## src/rtl/ndm_pkg.sv

```systemverilog
package ndm_pkg;

    // Field widths of one observation and of one summary.
    localparam int ADDR_W    = 48;
    localparam int GRADE_W   = 8;
    localparam int FLAG_N    = 6;
    localparam int COUNT_W   = 7;
    localparam int OUTCOME_W = 2;

    localparam int DEF_MAX_ENTRIES = 64;

    localparam logic [OUTCOME_W-1:0] OUTCOME_MERGED  = 2'd0;
    localparam logic [OUTCOME_W-1:0] OUTCOME_ADDED   = 2'd1;
    localparam logic [OUTCOME_W-1:0] OUTCOME_DROPPED = 2'd2;

    // One table entry as it is held in the RAM.
    typedef struct packed {
        logic [ADDR_W-1:0]  addr;
        logic [GRADE_W-1:0] grade;
        logic [FLAG_N-1:0]  flags;
    } t_entry;

    localparam int ENTRY_W = $bits(t_entry);

    // Summary reported after every observation.
    typedef struct packed {
        logic [OUTCOME_W-1:0]           outcome;
        logic [COUNT_W-1:0]             entry_count;
        logic [FLAG_N-1:0][COUNT_W-1:0] flag_count;
        logic [GRADE_W-1:0]             top_grade;
        logic                           table_full;
    } t_summary;

endpackage

```

## src/rtl/ndm_if.sv

```systemverilog
interface ndm_obs_if import ndm_pkg::*; ();
    logic               valid;
    logic               ready;
    logic [ADDR_W-1:0]  station_addr;
    logic [GRADE_W-1:0] grade;
    logic [FLAG_N-1:0]  flag_bits;

    modport source (output valid, output station_addr, output grade, output flag_bits,
                    input ready);
    modport sink   (input valid, input station_addr, input grade, input flag_bits,
                    output ready);
endinterface

interface ndm_sum_if import ndm_pkg::*; ();
    logic                 valid;
    logic                 ready;
    logic [OUTCOME_W-1:0] outcome;
    logic [COUNT_W-1:0]   entry_count;
    logic [COUNT_W-1:0]   open_count;
    logic [COUNT_W-1:0]   no_mfp_count;
    logic [COUNT_W-1:0]   wps_count;
    logic [COUNT_W-1:0]   weak_count;
    logic [COUNT_W-1:0]   hidden_count;
    logic [COUNT_W-1:0]   modern_count;
    logic [GRADE_W-1:0]   top_grade;
    logic                 table_full;

    modport source (output valid, output outcome, output entry_count, output open_count,
                    output no_mfp_count, output wps_count, output weak_count,
                    output hidden_count, output modern_count, output top_grade,
                    output table_full, input ready);
    modport sink   (input valid, input outcome, input entry_count, input open_count,
                    input no_mfp_count, input wps_count, input weak_count,
                    input hidden_count, input modern_count, input top_grade,
                    input table_full, output ready);
endinterface

```

## src/rtl/ndm_ram.sv

```systemverilog
module ndm_ram #(
    parameter int WIDTH = 8,
    parameter int DEPTH = 64,
    parameter int AW    = (DEPTH > 1) ? $clog2(DEPTH) : 1
) (
    input  logic                     i_clk,
    input  logic                     i_we,
    input  logic [AW-1:0]            i_waddr,
    input  logic [WIDTH-1:0]         i_wdata,
    input  logic                     i_re,
    input  logic [AW-1:0]            i_raddr,
    output logic [WIDTH-1:0]         o_rdata
);
    logic [WIDTH-1:0] r_mem [DEPTH];
    logic [WIDTH-1:0] r_rdata;

    always_ff @(posedge i_clk) begin
        if (i_we) begin
            r_mem[i_waddr] <= i_wdata;
        end
        if (i_re) begin
            r_rdata <= r_mem[i_raddr];
        end
    end

    assign o_rdata = r_rdata;
endmodule

```

## src/rtl/network_dedup_merge_table.sv

```systemverilog
// Deduplicating merge table for observed network stations.
// Observations arrive on i_obs (station address, grade, six flags) and one
// summary per observation leaves on o_sum; a transfer happens when valid and
// ready are both high at a rising edge of i_clk.
// The block handles one observation at a time: i_obs.ready is high only while
// the sequencer is idle. The table RAM is searched one entry per cycle through
// a single address comparator, and each read comes from a registered RAM
// output. The summary of a new station is offered only after every held
// entry has been compared; a search ends at the first matching entry.
// i_obs.ready rises in the same cycle as the summary is offered.
// The summary sits in an output register, so a new observation is taken while
// the previous summary still waits; a finished summary is held back only if
// the one before it has not yet been transferred.
// A synchronous reset (i_rst_n low) empties the table, clears all counters, the
// worst grade and the sticky full flag. The RAM itself is not cleared: entries
// at or above the entry count are never read.
module network_dedup_merge_table import ndm_pkg::*; #(
    parameter int MAX_ENTRIES = DEF_MAX_ENTRIES
) (
    input logic       i_clk,
    input logic       i_rst_n,
    ndm_obs_if.sink   i_obs,
    ndm_sum_if.source o_sum
);
    localparam int IDX_W = (MAX_ENTRIES > 1) ? $clog2(MAX_ENTRIES) : 1;
    localparam int CNT_W = $clog2(MAX_ENTRIES + 1);
    localparam logic [CNT_W-1:0] MAX_CNT = CNT_W'(MAX_ENTRIES);

    // Sequencer states.
    localparam logic [2:0] S_IDLE = 3'd0;
    localparam logic [2:0] S_SCAN = 3'd1;
    localparam logic [2:0] S_HIT  = 3'd2;
    localparam logic [2:0] S_MISS = 3'd3;
    localparam logic [2:0] S_DONE = 3'd4;

    logic [2:0]               r_state, n_state;
    logic [ADDR_W-1:0]        r_addr, n_addr;
    logic [GRADE_W-1:0]       r_grade, n_grade;
    logic [FLAG_N-1:0]        r_flags, n_flags;
    logic [CNT_W-1:0]         r_rd_idx, n_rd_idx;
    logic                     r_pend, n_pend;
    logic [IDX_W-1:0]         r_cmp_idx, n_cmp_idx;
    logic [GRADE_W-1:0]       r_ent_grade, n_ent_grade;
    logic [FLAG_N-1:0]        r_ent_flags, n_ent_flags;
    logic [CNT_W-1:0]         r_used, n_used;
    logic                     r_full, n_full;
    logic [CNT_W-1:0]         r_flag_cnt [FLAG_N];
    logic [CNT_W-1:0]         n_flag_cnt [FLAG_N];
    logic [GRADE_W-1:0]       r_max_grade, n_max_grade;
    logic [OUTCOME_W-1:0]     r_outcome, n_outcome;
    logic                     r_out_valid, n_out_valid;
    t_summary                 r_sum, n_sum;

    logic                     rd_en;
    logic                     hit_now;
    logic                     room;
    logic                     count_en;
    logic [FLAG_N-1:0]        set_mask;
    logic                     ram_we;
    logic [IDX_W-1:0]         ram_waddr;
    t_entry                   ram_wdata;
    logic [ENTRY_W-1:0]       ram_rdata;
    t_entry                   rd_ent;
    logic [GRADE_W-1:0]       merged_grade;

    ndm_ram #(
        .WIDTH (ENTRY_W),
        .DEPTH (MAX_ENTRIES)
    ) u_ram (
        .i_clk   (i_clk),
        .i_we    (ram_we),
        .i_waddr (ram_waddr),
        .i_wdata (ram_wdata),
        .i_re    (rd_en),
        .i_raddr (r_rd_idx[IDX_W-1:0]),
        .o_rdata (ram_rdata)
    );

    assign rd_ent = t_entry'(ram_rdata);

    // The shared comparator: the entry read in the previous cycle against the
    // address of the observation in hand.
    assign hit_now = (r_state == S_SCAN) && r_pend && (rd_ent.addr == r_addr);

    // A read is issued while unread entries remain and no match has shown up.
    assign rd_en = (r_state == S_SCAN) && (r_rd_idx < r_used) && !hit_now;

    assign room         = (r_used != MAX_CNT);
    assign merged_grade = (r_grade > r_ent_grade) ? r_grade : r_ent_grade;

    // Writes happen only in the single update cycle of a hit or an append.
    always_comb begin
        ram_we    = 1'b0;
        ram_waddr = r_cmp_idx;
        ram_wdata = '{addr: r_addr, grade: r_grade, flags: r_flags};
        set_mask  = '0;
        count_en  = 1'b0;
        if (r_state == S_HIT) begin
            ram_we    = 1'b1;
            ram_wdata = '{addr: r_addr, grade: merged_grade, flags: r_ent_flags | r_flags};
            set_mask  = r_flags & ~r_ent_flags;
            count_en  = 1'b1;
        end else if (r_state == S_MISS && room) begin
            ram_we    = 1'b1;
            ram_waddr = r_used[IDX_W-1:0];
            set_mask  = r_flags;
            count_en  = 1'b1;
        end
    end

    always_comb begin
        n_state     = r_state;
        n_addr      = r_addr;
        n_grade     = r_grade;
        n_flags     = r_flags;
        n_rd_idx    = r_rd_idx;
        n_pend      = r_pend;
        n_cmp_idx   = r_cmp_idx;
        n_ent_grade = r_ent_grade;
        n_ent_flags = r_ent_flags;
        n_used      = r_used;
        n_full      = r_full;
        n_max_grade = r_max_grade;
        n_outcome   = r_outcome;
        n_sum       = r_sum;
        n_out_valid = r_out_valid && !o_sum.ready;

        for (int b = 0; b < FLAG_N; b++) begin
            n_flag_cnt[b] = r_flag_cnt[b];
            if (count_en && set_mask[b]) begin
                n_flag_cnt[b] = r_flag_cnt[b] + CNT_W'(1);
            end
        end

        unique case (r_state)
            S_IDLE: begin
                if (i_obs.valid) begin
                    n_addr   = i_obs.station_addr;
                    n_grade  = i_obs.grade;
                    n_flags  = i_obs.flag_bits;
                    n_rd_idx = '0;
                    n_pend   = 1'b0;
                    n_state  = S_SCAN;
                end
            end
            S_SCAN: begin
                n_pend    = rd_en;
                n_cmp_idx = r_rd_idx[IDX_W-1:0];
                if (rd_en) begin
                    n_rd_idx = r_rd_idx + CNT_W'(1);
                end
                if (hit_now) begin
                    n_cmp_idx   = r_cmp_idx;
                    n_ent_grade = rd_ent.grade;
                    n_ent_flags = rd_ent.flags;
                    n_state     = S_HIT;
                end else if (!rd_en && !r_pend) begin
                    n_state = S_MISS;
                end
            end
            S_HIT: begin
                n_outcome = OUTCOME_MERGED;
                if (r_grade > r_max_grade) begin
                    n_max_grade = r_grade;
                end
                n_state = S_DONE;
            end
            S_MISS: begin
                if (room) begin
                    n_outcome = OUTCOME_ADDED;
                    n_used    = r_used + CNT_W'(1);
                    if (r_grade > r_max_grade) begin
                        n_max_grade = r_grade;
                    end
                end else begin
                    n_outcome = OUTCOME_DROPPED;
                    n_full    = 1'b1;
                end
                n_state = S_DONE;
            end
            S_DONE: begin
                // Wait until the output register is free or being emptied.
                if (!r_out_valid || o_sum.ready) begin
                    n_sum.outcome     = r_outcome;
                    n_sum.entry_count = COUNT_W'(r_used);
                    for (int b = 0; b < FLAG_N; b++) begin
                        n_sum.flag_count[b] = COUNT_W'(r_flag_cnt[b]);
                    end
                    n_sum.top_grade   = r_max_grade;
                    n_sum.table_full  = r_full;
                    n_out_valid       = 1'b1;
                    n_state           = S_IDLE;
                end
            end
            default: begin
                n_state = S_IDLE;
            end
        endcase
    end

    always_ff @(posedge i_clk) begin
        if (!i_rst_n) begin
            r_state     <= S_IDLE;
            r_pend      <= 1'b0;
            r_used      <= '0;
            r_full      <= 1'b0;
            r_max_grade <= '0;
            r_out_valid <= 1'b0;
            for (int b = 0; b < FLAG_N; b++) begin
                r_flag_cnt[b] <= '0;
            end
        end else begin
            r_state     <= n_state;
            r_pend      <= n_pend;
            r_used      <= n_used;
            r_full      <= n_full;
            r_max_grade <= n_max_grade;
            r_out_valid <= n_out_valid;
            for (int b = 0; b < FLAG_N; b++) begin
                r_flag_cnt[b] <= n_flag_cnt[b];
            end
        end
    end

    always_ff @(posedge i_clk) begin
        r_addr      <= n_addr;
        r_grade     <= n_grade;
        r_flags     <= n_flags;
        r_rd_idx    <= n_rd_idx;
        r_cmp_idx   <= n_cmp_idx;
        r_ent_grade <= n_ent_grade;
        r_ent_flags <= n_ent_flags;
        r_outcome   <= n_outcome;
        r_sum       <= n_sum;
    end

    assign i_obs.ready        = (r_state == S_IDLE);
    assign o_sum.valid        = r_out_valid;
    assign o_sum.outcome      = r_sum.outcome;
    assign o_sum.entry_count  = r_sum.entry_count;
    assign o_sum.open_count   = r_sum.flag_count[0];
    assign o_sum.no_mfp_count = r_sum.flag_count[1];
    assign o_sum.wps_count    = r_sum.flag_count[2];
    assign o_sum.weak_count   = r_sum.flag_count[3];
    assign o_sum.hidden_count = r_sum.flag_count[4];
    assign o_sum.modern_count = r_sum.flag_count[5];
    assign o_sum.top_grade    = r_sum.top_grade;
    assign o_sum.table_full   = r_sum.table_full;
endmodule

```

## src/flat_wrapper.sv

```systemverilog
// flat-port wrapper written by rule: the top's interface ports become plain ports
module network_dedup_merge_table_flat import ndm_pkg::*;
#(
    parameter int MAX_ENTRIES = DEF_MAX_ENTRIES
)
  (i_clk, i_rst_n, i_obs_valid, i_obs_station_addr, i_obs_grade, i_obs_flag_bits, i_obs_ready, o_sum_valid, o_sum_outcome, o_sum_entry_count, o_sum_open_count, o_sum_no_mfp_count, o_sum_wps_count, o_sum_weak_count, o_sum_hidden_count, o_sum_modern_count, o_sum_top_grade, o_sum_table_full, o_sum_ready);
  ndm_obs_if i_obs_i ();
  ndm_sum_if o_sum_i ();
  input logic i_clk;
  input logic i_rst_n;
  input wire logic [$bits(i_obs_i.valid)-1:0] i_obs_valid;
  input wire logic [$bits(i_obs_i.station_addr)-1:0] i_obs_station_addr;
  input wire logic [$bits(i_obs_i.grade)-1:0] i_obs_grade;
  input wire logic [$bits(i_obs_i.flag_bits)-1:0] i_obs_flag_bits;
  output wire logic [$bits(i_obs_i.ready)-1:0] i_obs_ready;
  output wire logic [$bits(o_sum_i.valid)-1:0] o_sum_valid;
  output wire logic [$bits(o_sum_i.outcome)-1:0] o_sum_outcome;
  output wire logic [$bits(o_sum_i.entry_count)-1:0] o_sum_entry_count;
  output wire logic [$bits(o_sum_i.open_count)-1:0] o_sum_open_count;
  output wire logic [$bits(o_sum_i.no_mfp_count)-1:0] o_sum_no_mfp_count;
  output wire logic [$bits(o_sum_i.wps_count)-1:0] o_sum_wps_count;
  output wire logic [$bits(o_sum_i.weak_count)-1:0] o_sum_weak_count;
  output wire logic [$bits(o_sum_i.hidden_count)-1:0] o_sum_hidden_count;
  output wire logic [$bits(o_sum_i.modern_count)-1:0] o_sum_modern_count;
  output wire logic [$bits(o_sum_i.top_grade)-1:0] o_sum_top_grade;
  output wire logic [$bits(o_sum_i.table_full)-1:0] o_sum_table_full;
  input wire logic [$bits(o_sum_i.ready)-1:0] o_sum_ready;
  assign i_obs_i.valid = i_obs_valid;
  assign i_obs_i.station_addr = i_obs_station_addr;
  assign i_obs_i.grade = i_obs_grade;
  assign i_obs_i.flag_bits = i_obs_flag_bits;
  assign i_obs_ready = i_obs_i.ready;
  assign o_sum_valid = o_sum_i.valid;
  assign o_sum_outcome = o_sum_i.outcome;
  assign o_sum_entry_count = o_sum_i.entry_count;
  assign o_sum_open_count = o_sum_i.open_count;
  assign o_sum_no_mfp_count = o_sum_i.no_mfp_count;
  assign o_sum_wps_count = o_sum_i.wps_count;
  assign o_sum_weak_count = o_sum_i.weak_count;
  assign o_sum_hidden_count = o_sum_i.hidden_count;
  assign o_sum_modern_count = o_sum_i.modern_count;
  assign o_sum_top_grade = o_sum_i.top_grade;
  assign o_sum_table_full = o_sum_i.table_full;
  assign o_sum_i.ready = o_sum_ready;
  network_dedup_merge_table #(.MAX_ENTRIES(MAX_ENTRIES)) u_core (.i_clk(i_clk), .i_rst_n(i_rst_n), .i_obs(i_obs_i), .o_sum(o_sum_i));
endmodule
```

## config.mk

```make
export PLATFORM = sky130hd
export DESIGN_NAME = network_dedup_merge_table_flat
export DESIGN_NICKNAME = d
export VERILOG_FILES = /design/src/rtl/ndm_pkg.sv /design/src/rtl/ndm_if.sv /design/src/rtl/ndm_ram.sv /design/src/rtl/network_dedup_merge_table.sv /design/src/flat_wrapper.sv
export SDC_FILE = /design/constraint.sdc
export NUM_CORES = 2
export LEC_CHECK = 0
export BUFFER_PORTS_ARGS = -buffer_cell sky130_fd_sc_hd__buf_2
export CAP_MARGIN = 25
export CORE_MARGIN = 10
export CORE_UTILIZATION = 60
export CTS_CLUSTER_SIZE = 10
export DETAILED_ROUTE_END_ITERATION = 8
export PLACE_DENSITY_LB_ADDON = 0.05
export SETUP_SLACK_MARGIN = 0.15
export SKIP_CTS_REPAIR_TIMING = 1
export SYNTH_ARGS = -nofsm -noshare
export SYNTH_HDL_FRONTEND = slang
export SYNTH_HIERARCHICAL = 1
export SYNTH_SLANG_ARGS = --single-unit
```

## constraint.sdc

```tcl
create_clock -name i_clk -period 8.3 [get_ports i_clk]
set_input_delay 0.83 -clock i_clk [delete_from_list [all_inputs] [get_ports i_clk]]
set_output_delay 0.83 -clock i_clk [all_outputs]
set_load 0.1 [all_outputs]
```

==> impl_results.md <==
* Grt ovf at 0
* Avg Cell Area, Syn at 21.9 um2
* Number of CTS-inserted buffers at between 400 and 500
* Comb power frac at 0.122
* # rows at 178
* Drt pass-1 iters at 6
* Die ar. at 255000 um2
* Pint at 31800 uW
* Sequential Power Share at 0.501
* Placed Area at 146000 um2
* Peak VDD IR at 0.000231 V
* DR WL/cell at 38.4 um
* Yosys warns at 6
* Max Buffers Root-to-Sink at 4
* Hold Path Class: primary input to register
* CP max stage cell: nor2_4
* # setup viols final at 0
* Final Hold Viols at 0
* Clk_lat worst skew at 0.99 ns
* Critical-path maximum fanout at 30
* Design Area, Final at ~160000 um2
* FMAX at around 210 MHz
* Critical Path RT at a little under 9 ns
* Clock Sinks at between 3000 and 4000
* Vias at a little over 70000
* Synthesized instance count at 6461
* Period utilization at 0.580
* Synthesized area at around 140000 um2
* Kind of critical path: register to register
* Status: finished, final reports clean
* Final Skew at 0.0640 ns
* Actual slew at the worst max-slew pin at 1.19 ns
* Residual DRC at 0
* Hold Slack at 0.0387 ns
* Die Ht at 505 um
* Unrepaired setup endpoints after global routing: no
* Clock transition at path regs at 0.05 ns
* Critical Path AT at 5.38 ns
* Switch share at 0.242
* Initial antenna violation count at 32
* I/O pins at ~130
* Area Overhead vs Synth at 11.7%
* Largest net degree at the start of global routing at around 110
* Final HPWL DP at 234000 um
* Startpoint type of the worst setup path: register
* Worst rel slew slack at 0.205
* CTS HTree Levels at 5
* Crit path buf inv count at 3
* Number of global-route vias before repair at 68737
* Antenna Nets Post-Route at 0
* Vias per cell at 7.05
* Highest cell delay on the worst timing path at ~1.1 ns
* Initial Util at 0.602
* Number of max-slew violations in the final report at 0
* CP endpoint kind: register
* Reg2Reg Setup Slack at 3.49 ns
* Worst path cell trace: inv_1, ha_1, nor2b_1, a31oi_1, buf_4, mux2_2, nor2b_1, nand2_1, nor2_4, buf_4
* Placer congestion estimate at 0.888
* Net count, final at 6968
* Fraction of layout cells with a size suffix above 1 at 0.254
* Setup TNS at 0 ns
* Root Driver: clkbuf_16
* GRT Total Usage at 0.301
* First-pass GRT wire length at ~540000 um
* # port buffers at about 130
* MaxCap Viol Count at 0
* Crit path time final at 4.81 ns
* Syn_nets at 6550
* Initial DRC count at 11859
* PwrDens at 266 nW/um2
* P_sw at 10100 uW
* Routed WL at slightly below 400000 um
* Core ar. at between 200000 and 250000 um2
* P_leak at a little under 0.05 uW
* Clock share of power at 0.377
* Top delay family on crit path: simple AND/OR/NAND/NOR gates
* Die Wd at around 510 um
* # fillers at 14900
* CTS tree: built
## path summary, 6_finish.rpt
check                                             from                          to  cells past startpoint
worst max register to register        u_core/r_used[0]  u_core/u_ram/r_mem[28][33]                     10
worst min register to register     u_core/r_outcome[1]     u_core/o_sum.outcome[1]                      0
worst max-delay path                  u_core/r_used[0]  u_core/u_ram/r_mem[28][33]                     10
worst min-delay path            i_obs_station_addr[40]           u_core/r_addr[40]                      1
## flip-flops by register name, summed over array words and instances (netlist names), 7 cells and up
name	flops
u_core/o_sum.top_grade	8
u_core/r_addr	48
u_core/r_used	7
u_core/r_grade	8
u_core/o_sum.modern_count	7
u_core/u_ram/o_rdata	54
u_core/o_sum.hidden_count	7
u_core/u_ram/r_mem	3456
u_core/r_flag_cnt	42
u_core/o_sum.open_count	7
u_core/o_sum.wps_count	7
u_core/o_sum.no_mfp_count	7
u_core/r_rd_idx	7
u_core/o_sum.weak_count	7
u_core/r_max_grade	8
u_core/o_sum.entry_count	7
## worst reg2reg max path: cells and delay by family, from the launching register on
kind	cells	cell delay (ns)
AO/OA/AOI/OAI	1	0.22
adder cells (fa/ha/maj)	1	0.20
buffers and inverters	3	0.90
flip-flops	1	0.45
multiplexers	1	0.43
AND/OR/NAND/NOR	4	2.17
## cell type report
| cell class | count | area, um2 | area share |
|---|---|---|---|
| clock buffer | 486 | 11000 | 0.0698 |
| timing repair buffer | 388 | 2940 | 0.0187 |
| sequential | 3716 | 111000 | 0.704 |
| inverter | 37 | 141 | 0.000896 |
| tap | 3150 | 3940 | 0.0250 |
| clock inverter | 7 | 56.3 | 0.000357 |
| multi-input combinational | 2312 | 28600 | 0.182 |
| antenna | 11 | 27.5 | 0.000175 |
## cells in the final DEF, fill, tap and decap left out, drive strengths merged, types with 36 or more instances in the layout
master,n
a21oi,36
a22oi,78
buf,384
clkbuf,487
dfxtp,63
edfxtp,3653
inv,40
mux2,90
mux2i,207
mux4,749
nand2,79
nand3,54
nor2,168
nor2b,60
nor4,40
o21ai,80
o221ai,57
o22ai,218
xor2,51
## per-layer routing
layer | GRT usage | vias up | routed length [um]
met1 | 0.452 | 37996 | 151000
met2 | 0.428 | 4763 | 170000
met3 | 0.0982 | 642 | 54300
met4 | 0.0868 | 8 | 12600
li1 | - | 27816 | -
met5 | 0.000938 | - | 49
## power groups by stage
stage | combinational, uW | clock, uW | sequential (uW)
floorplan | 2780 | 0 | 21600
global placement | 4930 | 0 | 21400
detailed placement | 4980 | 0 | 21400
CTS | 4990 | 16000 | 21000
global route | 5270 | 16700 | 21000
finish | 5090 | 15800 | 21000
## stage by stage
step	std cells	utilization	power, uW	worst slack, ns
global placement	9583	0.623	26300	3.29
CTS	10083	0.671	42000	3.33
floorplan	6461	-	24400	1.96
detailed placement	9590	0.624	26400	3.34
global route	10097	0.672	43000	3.37
finish	10107	0.672	41900	3.49
(Power assumes the default switching activity.)
